===== src/rtl/gbhs_pkg.sv =====
package gbhs_pkg;

  localparam int OUT_CAP = 8;
  localparam int CNT_W   = $clog2(OUT_CAP + 1);

  localparam logic OP_SET  = 1'b0;
  localparam logic OP_TICK = 1'b1;

  localparam logic KIND_STATUS  = 1'b0;
  localparam logic KIND_RELEASE = 1'b1;

  localparam logic [2:0] STS_OK            = 3'd0;
  localparam logic [2:0] STS_NOT_PERMITTED = 3'd1;
  localparam logic [2:0] STS_INVALID_ARG   = 3'd2;
  localparam logic [2:0] STS_PRECONDITION  = 3'd3;
  localparam logic [2:0] STS_UNKNOWN       = 3'd4;

  localparam logic [1:0] VERDICT_OK      = 2'd0;
  localparam logic [1:0] VERDICT_IN_USE  = 2'd1;
  localparam logic [1:0] VERDICT_BAD_ARG = 2'd2;
  localparam logic [1:0] VERDICT_OTHER   = 2'd3;

  localparam logic [1:0] PIN_STATE_INVALID = 2'd3;

  localparam logic CFG_CONTROL_ENABLED = 1'b0;
  localparam logic CFG_MAX_HOLD        = 1'b1;

  typedef struct packed {
    logic        opcode;
    logic [31:0] now_ms;
    logic [5:0]  pin;
    logic [1:0]  drive_state;
    logic [1:0]  end_state;
    logic [31:0] hold_ms;
    logic        force_req;
    logic [1:0]  set_verdict;
  } in_item_t;

  typedef struct packed {
    logic       kind;
    logic [2:0] status;
    logic [5:0] release_pin;
    logic [1:0] release_state;
    logic       last;
  } out_item_t;

  typedef struct packed {
    logic        is_tick;
    logic        skip;
    logic        hold_nz;
    logic        pre_reject;
    logic [2:0]  pre_status;
    logic [31:0] now_ms;
    logic [5:0]  pin;
    logic [1:0]  end_state;
    logic [31:0] hold_ms;
    logic [1:0]  verdict;
  } cmd_t;

  typedef struct packed {
    logic [5:0]  pin;
    logic [1:0]  end_state;
    logic [31:0] deadline;
  } slot_entry_t;

endpackage


===== src/rtl/gpio_bounded_hold_scheduler.sv =====
// gpio bounded hold scheduler
// input channel (in_valid / in_stall / in_item): set commands and ticks. an item
// is taken when in_valid is high and in_stall is low; a two-entry queue sits
// behind the input, so in_stall rises only when that queue is full.
// result channel (out_valid / out_stall / out_item): one status item per set
// command, and up to eight release items per tick, the final one with last set.
// a tick with nothing expired, or with control disabled, gives no item.
// config channel (cfg_valid / cfg_ready / cfg_index / cfg_data): index 0 is
// control enable, index 1 the longest hold in ms; cfg_ready is always high.
// a set command scans the slot table one slot per cycle through the slot memory read port,
// and its status follows the scan; a command rejected by the early checks skips the scan.
// a tick scans the slots until the last one or the eighth release; each release goes out
// when the next expired slot is found, the final one from the flush state.
// one item is handled at a time: the next queued item is taken only when the back end is idle.
// while out_stall is high the result register holds its item and the scan waits
// at the next release; the input queue keeps taking items until it is full.
// reset: all slots free, control disabled, longest hold 60000 ms, no results.
module gpio_bounded_hold_scheduler #(
  parameter int RELEASE_SLOTS = 8
) (
  input  logic                clk,
  input  logic                rst_n,
  input  logic                in_valid,
  output logic                in_stall,
  input  gbhs_pkg::in_item_t  in_item,
  output logic                out_valid,
  input  logic                out_stall,
  output gbhs_pkg::out_item_t out_item,
  input  logic                cfg_valid,
  output logic                cfg_ready,
  input  logic                cfg_index,
  input  logic [30:0]         cfg_data
);
  import gbhs_pkg::*;

  localparam int CMD_W = $bits(cmd_t);

  logic        ctrl_en_r, ctrl_en_nxt;
  logic [30:0] max_hold_r, max_hold_nxt;

  cmd_t             front_cmd;
  logic             q_full;
  logic             q_empty;
  logic             q_pop;
  logic [CMD_W-1:0] q_head_bits;

  assign cfg_ready = 1'b1;

  always_comb begin
    ctrl_en_nxt  = ctrl_en_r;
    max_hold_nxt = max_hold_r;
    if (cfg_valid && cfg_ready) begin
      unique case (cfg_index)
        CFG_CONTROL_ENABLED: ctrl_en_nxt  = cfg_data[0];
        CFG_MAX_HOLD:        max_hold_nxt = cfg_data;
        default:             ctrl_en_nxt  = ctrl_en_r;
      endcase
    end
  end

  always_ff @(posedge clk) begin
    if (!rst_n) begin
      ctrl_en_r  <= 1'b0;
      max_hold_r <= 31'd60000;
    end else begin
      ctrl_en_r  <= ctrl_en_nxt;
      max_hold_r <= max_hold_nxt;
    end
  end

  gbhs_front u_front (
    .ctrl_en  (ctrl_en_r),
    .max_hold (max_hold_r),
    .in_item  (in_item),
    .cmd      (front_cmd)
  );

  assign in_stall = q_full;

  gbhs_queue #(
    .WIDTH (CMD_W)
  ) u_queue (
    .clk       (clk),
    .rst_n     (rst_n),
    .push      (in_valid),
    .push_data (front_cmd),
    .full      (q_full),
    .pop       (q_pop),
    .empty     (q_empty),
    .head      (q_head_bits)
  );

  gbhs_back #(
    .RELEASE_SLOTS (RELEASE_SLOTS)
  ) u_back (
    .clk       (clk),
    .rst_n     (rst_n),
    .q_empty   (q_empty),
    .q_head    (cmd_t'(q_head_bits)),
    .q_pop     (q_pop),
    .out_stall (out_stall),
    .out_valid (out_valid),
    .out_item  (out_item)
  );

endmodule


===== src/rtl/gbhs_ram.sv =====
module gbhs_ram #(
  parameter int WIDTH = 40,
  parameter int DEPTH = 8,
  parameter int AW    = (DEPTH > 1) ? $clog2(DEPTH) : 1
) (
  input  logic             clk,
  input  logic             we,
  input  logic [AW-1:0]    waddr,
  input  logic [WIDTH-1:0] wdata,
  input  logic [AW-1:0]    raddr,
  output logic [WIDTH-1:0] rdata
);

  logic [WIDTH-1:0] mem_r [DEPTH];
  logic [WIDTH-1:0] rdata_r;

  always_ff @(posedge clk) begin
    if (we) begin
      mem_r[waddr] <= wdata;
    end
    rdata_r <= mem_r[raddr];
  end

  assign rdata = rdata_r;

endmodule


===== src/rtl/gbhs_front.sv =====
module gbhs_front (
  input  logic               ctrl_en,
  input  logic [30:0]        max_hold,
  input  gbhs_pkg::in_item_t in_item,
  output gbhs_pkg::cmd_t     cmd
);
  import gbhs_pkg::*;

  logic hold_nz;
  logic too_long;

  assign hold_nz  = |in_item.hold_ms;
  assign too_long = in_item.hold_ms > {1'b0, max_hold};

  always_comb begin
    cmd             = '0;
    cmd.is_tick     = (in_item.opcode == OP_TICK);
    cmd.skip        = (in_item.opcode == OP_TICK) && !ctrl_en;
    cmd.hold_nz     = hold_nz;
    cmd.now_ms      = in_item.now_ms;
    cmd.pin         = in_item.pin;
    cmd.end_state   = in_item.end_state;
    cmd.hold_ms     = in_item.hold_ms;
    cmd.verdict     = in_item.set_verdict;
    cmd.pre_status  = STS_OK;
    priority if (!ctrl_en) begin
      cmd.pre_reject = 1'b1;
      cmd.pre_status = STS_NOT_PERMITTED;
    end else if (hold_nz && (too_long || in_item.end_state == PIN_STATE_INVALID)) begin
      cmd.pre_reject = 1'b1;
      cmd.pre_status = STS_INVALID_ARG;
    end else begin
      cmd.pre_reject = 1'b0;
    end
  end

endmodule


===== src/rtl/gbhs_queue.sv =====
module gbhs_queue #(
  parameter int WIDTH = 8
) (
  input  logic             clk,
  input  logic             rst_n,
  input  logic             push,
  input  logic [WIDTH-1:0] push_data,
  output logic             full,
  input  logic             pop,
  output logic             empty,
  output logic [WIDTH-1:0] head
);

  logic [WIDTH-1:0] buf_r [2];
  logic             wr_ptr_r, wr_ptr_nxt;
  logic             rd_ptr_r, rd_ptr_nxt;
  logic [1:0]       cnt_r, cnt_nxt;
  logic             do_push, do_pop;

  assign full    = (cnt_r == 2'd2);
  assign empty   = (cnt_r == 2'd0);
  assign head    = buf_r[rd_ptr_r];
  assign do_push = push && !full;
  assign do_pop  = pop && !empty;

  always_comb begin
    wr_ptr_nxt = do_push ? !wr_ptr_r : wr_ptr_r;
    rd_ptr_nxt = do_pop ? !rd_ptr_r : rd_ptr_r;
    cnt_nxt    = cnt_r + {1'b0, do_push} - {1'b0, do_pop};
  end

  always_ff @(posedge clk) begin
    if (!rst_n) begin
      wr_ptr_r <= 1'b0;
      rd_ptr_r <= 1'b0;
      cnt_r    <= 2'd0;
    end else begin
      wr_ptr_r <= wr_ptr_nxt;
      rd_ptr_r <= rd_ptr_nxt;
      cnt_r    <= cnt_nxt;
    end
  end

  always_ff @(posedge clk) begin
    if (do_push) begin
      buf_r[wr_ptr_r] <= push_data;
    end
  end

endmodule


===== src/rtl/gbhs_back.sv =====
module gbhs_back #(
  parameter int RELEASE_SLOTS = 8
) (
  input  logic                clk,
  input  logic                rst_n,
  input  logic                q_empty,
  input  gbhs_pkg::cmd_t      q_head,
  output logic                q_pop,
  input  logic                out_stall,
  output logic                out_valid,
  output gbhs_pkg::out_item_t out_item
);
  import gbhs_pkg::*;

  localparam int IDX_W = (RELEASE_SLOTS > 1) ? $clog2(RELEASE_SLOTS) : 1;
  localparam int ENT_W = $bits(slot_entry_t);

  localparam logic [1:0] S_IDLE  = 2'd0;
  localparam logic [1:0] S_SCAN  = 2'd1;
  localparam logic [1:0] S_FIN   = 2'd2;
  localparam logic [1:0] S_FLUSH = 2'd3;

  logic [1:0]               state_r, state_nxt;
  cmd_t                     cmd_r, cmd_nxt;
  logic [IDX_W-1:0]         idx_r, idx_nxt;
  logic [RELEASE_SLOTS-1:0] active_r, active_nxt;
  logic                     found_v_r, found_v_nxt;
  logic [IDX_W-1:0]         found_r, found_nxt;
  logic                     free_v_r, free_v_nxt;
  logic [IDX_W-1:0]         free_r, free_nxt;
  logic                     pend_v_r, pend_v_nxt;
  logic [5:0]               pend_pin_r, pend_pin_nxt;
  logic [1:0]               pend_st_r, pend_st_nxt;
  logic [CNT_W-1:0]         n_r, n_nxt;
  logic                     out_valid_r, out_valid_nxt;
  out_item_t                out_item_r, out_item_nxt;

  logic [IDX_W-1:0] raddr;
  logic             we;
  logic [IDX_W-1:0] waddr;
  slot_entry_t      wentry;
  slot_entry_t      rentry;
  logic [ENT_W-1:0] rdata;

  logic        out_free;
  logic        cur_active;
  logic        hit;
  logic        expired;
  logic [31:0] diff;
  logic        last_idx;
  logic        go;
  logic        done;
  logic [2:0]  verdict_sts;
  logic [2:0]  fin_sts;
  logic [IDX_W-1:0] slot_sel;

  gbhs_ram #(
    .WIDTH (ENT_W),
    .DEPTH (RELEASE_SLOTS),
    .AW    (IDX_W)
  ) u_slot_ram (
    .clk   (clk),
    .we    (we),
    .waddr (waddr),
    .wdata (wentry),
    .raddr (raddr),
    .rdata (rdata)
  );

  assign rentry     = slot_entry_t'(rdata);
  assign out_free   = !out_valid_r || !out_stall;
  assign cur_active = active_r[idx_r];
  assign hit        = cur_active && (rentry.pin == cmd_r.pin);
  assign diff       = cmd_r.now_ms - rentry.deadline;
  assign expired    = cur_active && !diff[31];
  assign last_idx   = (idx_r == IDX_W'(RELEASE_SLOTS - 1));
  assign slot_sel   = found_v_r ? found_r : free_r;

  always_comb begin
    unique case (cmd_r.verdict)
      VERDICT_OK:      verdict_sts = STS_OK;
      VERDICT_IN_USE:  verdict_sts = STS_NOT_PERMITTED;
      VERDICT_BAD_ARG: verdict_sts = STS_INVALID_ARG;
      VERDICT_OTHER:   verdict_sts = STS_UNKNOWN;
      default:         verdict_sts = STS_UNKNOWN;
    endcase
  end

  always_comb begin
    priority if (cmd_r.pre_reject) begin
      fin_sts = cmd_r.pre_status;
    end else if (cmd_r.hold_nz && !found_v_r && !free_v_r) begin
      fin_sts = STS_PRECONDITION;
    end else begin
      fin_sts = verdict_sts;
    end
  end

  always_comb begin
    state_nxt     = state_r;
    cmd_nxt       = cmd_r;
    idx_nxt       = idx_r;
    active_nxt    = active_r;
    found_v_nxt   = found_v_r;
    found_nxt     = found_r;
    free_v_nxt    = free_v_r;
    free_nxt      = free_r;
    pend_v_nxt    = pend_v_r;
    pend_pin_nxt  = pend_pin_r;
    pend_st_nxt   = pend_st_r;
    n_nxt         = n_r;
    out_valid_nxt = out_valid_r && out_stall;
    out_item_nxt  = out_item_r;
    raddr         = idx_r;
    we            = 1'b0;
    waddr         = slot_sel;
    wentry.pin         = cmd_r.pin;
    wentry.end_state   = cmd_r.end_state;
    wentry.deadline    = cmd_r.now_ms + cmd_r.hold_ms;
    q_pop         = 1'b0;
    go            = 1'b0;
    done          = 1'b0;

    unique case (state_r)
      S_IDLE: begin
        if (!q_empty) begin
          q_pop       = 1'b1;
          cmd_nxt     = q_head;
          idx_nxt     = '0;
          raddr       = '0;
          found_v_nxt = 1'b0;
          free_v_nxt  = 1'b0;
          pend_v_nxt  = 1'b0;
          n_nxt       = '0;
          if (q_head.is_tick) begin
            state_nxt = q_head.skip ? S_IDLE : S_SCAN;
          end else begin
            state_nxt = q_head.pre_reject ? S_FIN : S_SCAN;
          end
        end
      end

      S_SCAN: begin
        go = !cmd_r.is_tick || !expired || !pend_v_r || out_free;
        if (go) begin
          if (!cmd_r.is_tick) begin
            if (hit && !found_v_r) begin
              found_v_nxt = 1'b1;
              found_nxt   = idx_r;
            end
            if (!cur_active && !free_v_r) begin
              free_v_nxt = 1'b1;
              free_nxt   = idx_r;
            end
          end else if (expired) begin
            active_nxt[idx_r] = 1'b0;
            if (pend_v_r) begin
              out_valid_nxt = 1'b1;
              out_item_nxt  = '{kind: KIND_RELEASE, status: STS_OK,
                                release_pin: pend_pin_r, release_state: pend_st_r,
                                last: 1'b0};
            end
            pend_v_nxt   = 1'b1;
            pend_pin_nxt = rentry.pin;
            pend_st_nxt  = rentry.end_state;
            n_nxt        = n_r + CNT_W'(1);
          end
          done = last_idx || (cmd_r.is_tick && expired && n_r == CNT_W'(OUT_CAP - 1));
          if (done) begin
            state_nxt = cmd_r.is_tick ? S_FLUSH : S_FIN;
          end else begin
            idx_nxt = idx_r + IDX_W'(1);
            raddr   = idx_r + IDX_W'(1);
          end
        end
      end

      S_FIN: begin
        if (out_free) begin
          out_valid_nxt = 1'b1;
          out_item_nxt  = '{kind: KIND_STATUS, status: fin_sts, release_pin: 6'd0,
                            release_state: 2'd0, last: 1'b1};
          if (fin_sts == STS_OK) begin
            if (cmd_r.hold_nz) begin
              we                   = 1'b1;
              active_nxt[slot_sel] = 1'b1;
            end else if (found_v_r) begin
              active_nxt[found_r] = 1'b0;
            end
          end
          state_nxt = S_IDLE;
        end
      end

      S_FLUSH: begin
        if (!pend_v_r) begin
          state_nxt = S_IDLE;
        end else if (out_free) begin
          out_valid_nxt = 1'b1;
          out_item_nxt  = '{kind: KIND_RELEASE, status: STS_OK,
                            release_pin: pend_pin_r, release_state: pend_st_r,
                            last: 1'b1};
          pend_v_nxt    = 1'b0;
          state_nxt     = S_IDLE;
        end
      end

      default: begin
        state_nxt = S_IDLE;
      end
    endcase
  end

  always_ff @(posedge clk) begin
    if (!rst_n) begin
      state_r     <= S_IDLE;
      active_r    <= '0;
      pend_v_r    <= 1'b0;
      out_valid_r <= 1'b0;
      found_v_r   <= 1'b0;
      free_v_r    <= 1'b0;
      n_r         <= '0;
      idx_r       <= '0;
    end else begin
      state_r     <= state_nxt;
      active_r    <= active_nxt;
      pend_v_r    <= pend_v_nxt;
      out_valid_r <= out_valid_nxt;
      found_v_r   <= found_v_nxt;
      free_v_r    <= free_v_nxt;
      n_r         <= n_nxt;
      idx_r       <= idx_nxt;
    end
  end

  always_ff @(posedge clk) begin
    cmd_r      <= cmd_nxt;
    found_r    <= found_nxt;
    free_r     <= free_nxt;
    pend_pin_r <= pend_pin_nxt;
    pend_st_r  <= pend_st_nxt;
    out_item_r <= out_item_nxt;
  end

  assign out_valid = out_valid_r;
  assign out_item  = out_item_r;

endmodule

===== config.mk =====
export PLATFORM = sky130hd
export DESIGN_NAME = gpio_bounded_hold_scheduler
export DESIGN_NICKNAME = d
export VERILOG_FILES = /design/src/rtl/gbhs_pkg.sv /design/src/rtl/gpio_bounded_hold_scheduler.sv /design/src/rtl/gbhs_ram.sv /design/src/rtl/gbhs_front.sv /design/src/rtl/gbhs_queue.sv /design/src/rtl/gbhs_back.sv
export SDC_FILE = /design/constraint.sdc
export NUM_CORES = 1
export LEC_CHECK = 0
export BUFFER_PORTS_ARGS = -buffer_cell sky130_fd_sc_hd__buf_2
export CORE_UTILIZATION = 55
export DETAILED_ROUTE_END_ITERATION = 16
export GPL_TIMING_DRIVEN = 0
export MAX_ROUTING_LAYER = met4
export PLACE_DENSITY = 0.75
export SYNTH_ARGS = -nofsm -noshare
export SYNTH_HDL_FRONTEND = slang
export SYNTH_SLANG_ARGS = --single-unit

===== constraint.sdc =====
create_clock -name clk -period 5.7 [get_ports clk]
set_input_delay 0.855 -clock clk [delete_from_list [all_inputs] [get_ports clk]]
set_output_delay 0.855 -clock clk [all_outputs]
set_load 0.01 [all_outputs]

Yosys cells after proc, flatten, opt, wreduce, memory -nomap -nowiden --
Memories as Yosys holds them, arrays and structs flattened. A register that Yosys moved wholly into a read port is not among the register bits. Cells that the tools add are included.
Operators by class: $add $sub $neg 6, magnitude comparators 7, eq/ne operators 25, multiplexer cells 84, bitwise gates (word level) 8, reductions and logical operators 58
Operator list (count):
- $mux 13 | 7
- $mux 8 | 7
- $pmux 13 s3 | 1
- $mux 1 | 37
- $add 32x32->32 | 1
- $gt 32x31->1 | 1
- $reduce_or 32->1 | 1
- $sub 32x32->32 | 1
- $ne 2x1->1 const B | 11
- $mux 4 | 5
- $reduce_and 5->1 | 4
- $mux 3 | 6
- $and 8x8->8 | 2
- $logic_and 1x1->1 | 16
- $mux 2 | 8
- $not 8->8 | 2
- $pmux 8 s2 | 1
- $logic_not 1->1 | 14
- $eq 2x2->1 const B | 6
- $lt 3x4->1 const B | 3
- $pmux 3 s4 | 1
- $reduce_and 4->1 | 3
- $demux 1 s3 | 3
- $ge 3x1->1 const B | 3
- 27 further kinds | 44
Storage, ports and cells: register bits after elaboration 164, bits in writable memories 482, bits of input ports 115, output and inout bits 16, logic and storage cells 221, memories kept 2
Memories:
- u_back.u_slot_ram.mem_r | words 8, width 40, rd ports 1, clocked after memory_dff 1, wr ports 1, line gbhs_ram.sv:14 | logic [WIDTH-1:0] mem_r [DEPTH];
- u_queue.buf_r | words 2, width 81, rd ports 1, clocked after memory_dff 1, wr ports 1, line gbhs_queue.sv:14 | logic [WIDTH-1:0] buf_r [2];

Longest topological paths before layout --
depth after elaboration 11, depth in mapped cells 14

By module --
Synthesis repeated with hierarchy kept, for this count alone.
Second synthesis, totals: cells, all modules 1826, area total of the unflattened synthesis 30010.0 um^2
Modules (own cells, without submodules):
- gbhs_ram | times used 1, cells each 515, area each 13171.4 um^2
- gbhs_back | times used 1, cells each 681, area each 7419.6 um^2
- gbhs_queue | times used 1, cells each 279, area each 6482.5 um^2
- gbhs_front | times used 1, cells each 205, area each 1520.2 um^2
- gpio_bounded_hold_scheduler | times used 1, cells each 146, area each 1416.4 um^2

Worst setup path before layout --
No wires, ideal clock.
path kind reg2reg, start point register u_back.state_r[1], end point memory u_back.u_slot_ram.mem_r[1][0], enable pin, library setup time 0.537 ns, arrival 5.133 ns, required time 5.163 ns, slack 0.030 ns, stages on the path, launching flop included 8, buffers on the path 2, period minus slack after synthesis 5.670 ns, cell sequence dfxtp_1 clkbuf_1 nor2b_1 clkbuf_1 nand2_1 nor2_1 nand2_1 nor4_1
Between the ends: word-level cells in the longest chain between the ends 4
RTL lines:
- from (decl) | line gbhs_back.sv:23 | logic [1:0] state_r, state_nxt;
- from (signal assigned) | line gbhs_back.sv:225 | state_r <= state_nxt;
- $eq 2x2->1 | line gbhs_back.sv:124 | unique case (state_r)
- $mux 1 | line gbhs_back.sv:124
- $mux 1 | line gbhs_ram.sv:18 | if (we) begin
- $mux 1 (not written as such) | line gbhs_ram.sv:19 | mem_r[waddr] <= wdata;
- to (decl) | line gbhs_ram.sv:14
Every way passes these cells.

Final worst setup path --
start point register u_back.cmd_r[47] (netlist bit), end point register u_back.u_slot_ram.rdata_r[38], in the netlist u_back.u_slot_ram.rdata[38], read port of u_back.u_slot_ram.mem_r
Between the ends: word-level cells in the longest chain between the ends 9, elaborated cells on any way between the ends 13
RTL lines:
- from (decl) | line gbhs_back.sv:24 | cmd_t cmd_r, cmd_nxt;
- from (signal assigned) | line gbhs_back.sv:237 | cmd_r <= cmd_nxt;
- $sub 32x32->32 (*) | line gbhs_back.sv:74 | assign diff = cmd_r.now_ms - rentry.deadline;
- $logic_not 1->1 (*) | line gbhs_back.sv:75 | assign expired = cur_active && !diff[31];
- $logic_and 1x1->1 (*) | line gbhs_back.sv:75
- $logic_and 1x1->1 / $logic_not 1->1 (equally long branches) | line gbhs_back.sv:168, gbhs_back.sv:144
- $logic_and 1x1->1 / $logic_or 1x1->1 (equally long branches) | line gbhs_back.sv:168, gbhs_back.sv:144
- $logic_or 1x1->1 (on tied branches) | line gbhs_back.sv:168, gbhs_back.sv:144
- $mux 3 / $logic_or 1x1->1 (equally long branches) | line gbhs_back.sv:169, gbhs_back.sv:144
- $mux 3 (*) | line gbhs_back.sv:145 | if (go) begin
- $pmux 3 s2 (*) | line gbhs_back.sv:124
- to (decl) | line gbhs_ram.sv:15 | logic [WIDTH-1:0] rdata_r;
Mark *: on every way between the ends. The rest lies on a longest branch, timed or not. A chain may end at the register's enable or synchronous reset.

==> flow_summary.html <==
<table>
<tr><th>Metric</th><th>Value</th></tr>
<tr><th colspan="2">Synth</th></tr>
<tr><td>Avg Cell Area, Syn</td><td>15.1 um^2</td></tr>
<tr><td>Post-synth cell types</td><td>67</td></tr>
<tr><td>Proportion of netlist area held by the largest area contributor</td><td>62.2%</td></tr>
<tr><td>Count of flip-flops with a built-in enable after synthesis</td><td>586</td></tr>
<tr><td>Seq cells post-synth</td><td>684</td></tr>
<tr><td>Warning count from the yosys run</td><td>0</td></tr>
<tr><td>Mapped Area</td><td>28300 um^2</td></tr>
<tr><td>Number of nets in the synthesized netlist</td><td>2088</td></tr>
<tr><td>Share of flip-flops with an asynchronous set or reset after synthesis</td><td>0%</td></tr>
<tr><td>Dominant cell type by area after synthesis</td><td>sky130_fd_sc_hd__edfxtp_1</td></tr>
<tr><td>Main flop type after synthesis</td><td>sky130_fd_sc_hd__edfxtp_1</td></tr>
<tr><td>Sequential-to-total area share from yosys stat</td><td>69.2%</td></tr>
<tr><td>Dominant cells by area after synthesis</td><td>sky130_fd_sc_hd__edfxtp_1, sky130_fd_sc_hd__dfxtp_1, sky130_fd_sc_hd__mux2i_1</td></tr>
<tr><td>Number of cells produced by synthesis</td><td>1875</td></tr>
<tr><th colspan="2">Clock network</th></tr>
<tr><td># hold bufs at CTS</td><td>0</td></tr>
<tr><td>Clock tree from TritonCTS</td><td>built</td></tr>
<tr><td>Buffer cell driving the clock tree root</td><td>sky130_fd_sc_hd__clkbuf_16</td></tr>
<tr><td>Clock Latency Late Sink</td><td>0.60 ns</td></tr>
<tr><td>Maximum clock insertion buffer count</td><td>3</td></tr>
<tr><td>Clock Sinks</td><td>684</td></tr>
<tr><td>Htree depth</td><td>3</td></tr>
<tr><td>Clock transition at the register clock pins on the worst setup and hold paths after CTS</td><td>0.06 ns</td></tr>
<tr><td>Post-CTS setup buffer count</td><td>0</td></tr>
<tr><td>Number of CTS-inserted buffers</td><td>67</td></tr>
<tr><td>Post-CTS Resized</td><td>0</td></tr>
<tr><th colspan="2">Worst hold path</th></tr>
<tr><td>Cells on Worst Hold Path</td><td>0</td></tr>
<tr><td>Min-Delay Path Class</td><td>reg2reg</td></tr>
<tr><td>Hold Crit Endpoint</td><td>u_back.pend_st_r[1]</td></tr>
<tr><td>Hold Path Origin</td><td>u_back.u_slot_ram.rdata[33]</td></tr>
<tr><th colspan="2">Worst setup path</th></tr>
<tr><td>Critical Path Source</td><td>u_back.cmd_r[47]</td></tr>
<tr><td>CP Data Required Time</td><td>6.12 ns</td></tr>
<tr><td>Reg2Reg Setup Slack</td><td>1.03 ns</td></tr>
<tr><td>R2R cell count</td><td>12</td></tr>
<tr><td>Category of the critical setup timing path</td><td>reg2reg</td></tr>
<tr><td>Arrival time of data at the critical path endpoint</td><td>5.10 ns</td></tr>
<tr><td>Worst flop-to-flop path endpoint</td><td>u_back.u_slot_ram.rdata[38]</td></tr>
<tr><td>CP startpoint kind</td><td>register</td></tr>
<tr><td>Crit Path Max Fanout</td><td>10</td></tr>
<tr><td>Kind of end point of the critical path</td><td>register</td></tr>
<tr><td>Source of the worst register-to-register timing path</td><td>u_back.cmd_r[47]</td></tr>
<tr><th colspan="2">Power and ir drop</th></tr>
<tr><td>Leakage power total</td><td>12.1 nW</td></tr>
<tr><td>Peak ir drop on the vdd network</td><td>291 uV</td></tr>
<tr><td>Power per cell area</td><td>516 nW/um^2</td></tr>
<tr><td>Final Total Pwr</td><td>16.7 mW</td></tr>
<tr><th colspan="2">Floorplanning</th></tr>
<tr><td>Starting Density</td><td>56.0%</td></tr>
<tr><td>Area inside the core boundary</td><td>50500 um^2</td></tr>
<tr><td>Std cell rows</td><td>82</td></tr>
<tr><td>Horizontal extent of the die</td><td>229 um</td></tr>
<tr><td>Floorplan die area</td><td>52300 um^2</td></tr>
<tr><td>Num ports</td><td>131</td></tr>
<tr><td>Die Y</td><td>229 um</td></tr>
<tr><th colspan="2">Placement</th></tr>
<tr><td>Port buffer count</td><td>125</td></tr>
<tr><td>Instance area after placement</td><td>30300 um^2</td></tr>
<tr><td>DP Wirelength</td><td>43900 um</td></tr>
<tr><td>Routability cong.</td><td>0.899</td></tr>
<tr><th colspan="2">Cells and area</th></tr>
<tr><td>Final net count</td><td>2323</td></tr>
<tr><td>Most frequent cells in the layout</td><td>sky130_fd_sc_hd__edfxtp_1, sky130_fd_sc_hd__buf_2, sky130_fd_sc_hd__mux2i_1, sky130_fd_sc_hd__nand2_1, sky130_fd_sc_hd__dfxtp_1</td></tr>
<tr><td>Finished layout cell area</td><td>32400 um^2</td></tr>
<tr><td>Fill cell count</td><td>3632</td></tr>
<tr><td>Leading cell type in the layout, fill and taps excluded</td><td>sky130_fd_sc_hd__edfxtp_1</td></tr>
<tr><td>Layout cell share with drive strength beyond 1</td><td>19.1%</td></tr>
<tr><td>Synth-to-layout area growth</td><td>14.6%</td></tr>
<tr><th colspan="2">GRT</th></tr>
<tr><td>GRT Residual Overflow</td><td>0</td></tr>
<tr><td>Global-route wire length before repair</td><td>95000 um</td></tr>
<tr><td>Number of antenna violations at the first check in global routing</td><td>6</td></tr>
<tr><td>Maximum number of pins on one net before global-route repair</td><td>73</td></tr>
<tr><td>Number of global-route vias before repair</td><td>16735</td></tr>
<tr><td>Global-route usage over all layers</td><td>24.8%</td></tr>
<tr><th colspan="2">Drt</th></tr>
<tr><td>Initial drt markers</td><td>1293</td></tr>
<tr><td>DR vias</td><td>16350</td></tr>
<tr><td>Total Wirelength</td><td>61800 um</td></tr>
<tr><td>Post-DR vias/cell</td><td>5.76</td></tr>
<tr><td>Wire length per cell after detailed routing</td><td>21.8 um</td></tr>
<tr><td>Length of the first detailed-routing pass in iterations</td><td>5</td></tr>
<tr><td>Antenna-violating nets left</td><td>0</td></tr>
<tr><td>Residual DRC count</td><td>0</td></tr>
<tr><th colspan="2">Timing</th></tr>
<tr><td>Actual transition at the worst max-transition pin</td><td>1.13 ns</td></tr>
<tr><td>Clock period minus worst slack</td><td>4.67 ns</td></tr>
<tr><td>Hold Violations, Final</td><td>0</td></tr>
<tr><td>RSZ-0062 raised after global routing</td><td>no</td></tr>
<tr><td>Tcrit/Tclk final</td><td>82.0%</td></tr>
<tr><td>Highest Clock Rate</td><td>0.214 GHz</td></tr>
<tr><td>Final count of pins violating max slew</td><td>0</td></tr>
<tr><td>Worst slew slack as a fraction of its limit</td><td>25.0%</td></tr>
<tr><td>Final clock skew</td><td>0.0302 ns</td></tr>
<tr><td>Setup-violating endpoint count in the final report</td><td>0</td></tr>
<tr><th colspan="2">Outcome</th></tr>
<tr><td>Run status</td><td>finished clean</td></tr>
<tr><th colspan="2">Run</th></tr>
<tr><td># Max-Cap Violations</td><td>0</td></tr>
</table>
[synth_stat cells (15+ instances only)]
master	number
sky130_fd_sc_hd__a211oi_1	74
sky130_fd_sc_hd__a21boi_0	30
sky130_fd_sc_hd__a21o_1	20
sky130_fd_sc_hd__a21oi_1	52
sky130_fd_sc_hd__a22o_1	40
sky130_fd_sc_hd__and2_1	22
sky130_fd_sc_hd__clkbuf_1	42
sky130_fd_sc_hd__dfxtp_1	98
sky130_fd_sc_hd__edfxtp_1	586
sky130_fd_sc_hd__ha_1	97
sky130_fd_sc_hd__inv_1	88
sky130_fd_sc_hd__mux2_2	82
sky130_fd_sc_hd__mux2i_1	126
sky130_fd_sc_hd__nand2_1	108
sky130_fd_sc_hd__nand3_1	18
sky130_fd_sc_hd__nand4_1	16
sky130_fd_sc_hd__nor2_1	57
sky130_fd_sc_hd__nor2b_1	59
sky130_fd_sc_hd__nor3_1	15
sky130_fd_sc_hd__nor4_1	17
sky130_fd_sc_hd__o21a_1	16
sky130_fd_sc_hd__o21ai_0	26
sky130_fd_sc_hd__xnor2_1	23
sky130_fd_sc_hd__xor2_1	15
[registers in the layout, summed over array words and instances, names as in the netlist, 3 cells and up, named ones only]
| signal | flops |
|---|---|
| u_back.pend_pin_r | 6 |
| u_back.out_item | 13 |
| u_back.n_r | 4 |
| u_back.active_r | 8 |
| max_hold_r | 31 |
| u_back.u_slot_ram.rdata | 40 |
| u_back.u_slot_ram.mem_r | 320 |
| u_back.cmd_r | 79 |
| u_back.found_r | 3 |
| u_queue.buf_r | 160 |
| u_back.free_r | 3 |
| u_back.idx_r | 3 |
[worst max path at each step]
stage | end
final | u_back.u_slot_ram.rdata[38]
after global routing | u_back.u_slot_ram.rdata[38]
after CTS | u_back.u_slot_ram.rdata[38]
after detailed placement | u_back.u_slot_ram.rdata[38]
after global placement | u_back.u_slot_ram.mem_r[5][4]
after floorplan | u_back.u_slot_ram.mem_r[1][0]
[cell families after synthesis]
kind of cell             count (synthesis)  share of synthesized area, %
flip-flops                             684                          69.2
XOR/XNOR                                38                          1.18
AND/OR/NAND/NOR                        344                          6.11
multiplexers                           210                          7.88
other                                    1                        0.0133
AO/OA/AOI/OAI                          338                          8.78
buffers and inverters                  162                          2.51
adder cells (fa/ha/maj)                 98                          4.36
[where the power goes]
part / switching [mW] / internal, mW
logic: 3.24 / 1.70
clock network: 1.80 / 2.39
registers: 0.362 / 7.23
[layout make-up]
type | instances | area, um^2 | area share (%)
Timing Repair Buffer | 166 | 1100 | 3.41
Clock buffer | 88 | 1860 | 5.74
Sequential cell | 684 | 19600 | 60.4
Clock inverter | 31 | 225 | 0.695
Tap cell | 672 | 841 | 2.60
Inverter | 88 | 333 | 1.03
Multi-Input combinational cell | 1029 | 8080 | 24.9
Antenna cell | 8 | 20.0 | 0.0618
Buffer | 74 | 380 | 1.17
[critical path: stages (launching register included)]
cell and delay (ns):
sky130_fd_sc_hd__edfxtp_1 0.47, sky130_fd_sc_hd__ha_1 0.34, sky130_fd_sc_hd__a21o_1 0.17, sky130_fd_sc_hd__a2111oi_0 0.39, sky130_fd_sc_hd__o21ai_1 0.37, sky130_fd_sc_hd__a2111oi_2 0.54
sky130_fd_sc_hd__a211oi_1 0.12, sky130_fd_sc_hd__a211oi_2 0.49, sky130_fd_sc_hd__buf_4 0.34, sky130_fd_sc_hd__buf_4 0.28, sky130_fd_sc_hd__buf_2 0.34, sky130_fd_sc_hd__a211oi_1 0.14
sky130_fd_sc_hd__a211oi_1 0.49
[per-layer routing]
layer / up-vias / track usage, % / part of all wire [%]
li1: 7634 / - / -
met1: 8115 / 31.6 / 42
met2: 517 / 39.6 / 48
met3: 84 / 5.06 / 7.1
met4: 0 / 8.79 / 2.7
met5: - / - / 0
[per-stage QoR]
| step | TNS, ns | worst slack (ns) | hold WS (ns) | utilization, % | instances |
|---|---|---|---|---|---|
| after floorplan | 0 | 0.0304 | 0.386 | - | 1875 |
| after detailed placement | 0 | 0.956 | 0.412 | 60.0 | 2713 |
| after global routing | 0 | 0.639 | 0.432 | 64.2 | 2838 |
| final | 0 | 1.03 | 0.426 | 64.2 | 2840 |
| after CTS | 0 | 0.906 | 0.425 | 64.1 | 2832 |
| after global placement | -891.42 | -4.14 | 0.386 | 58.9 | 2672 |
No activity file was read; power rests on OpenSTA's default activity.
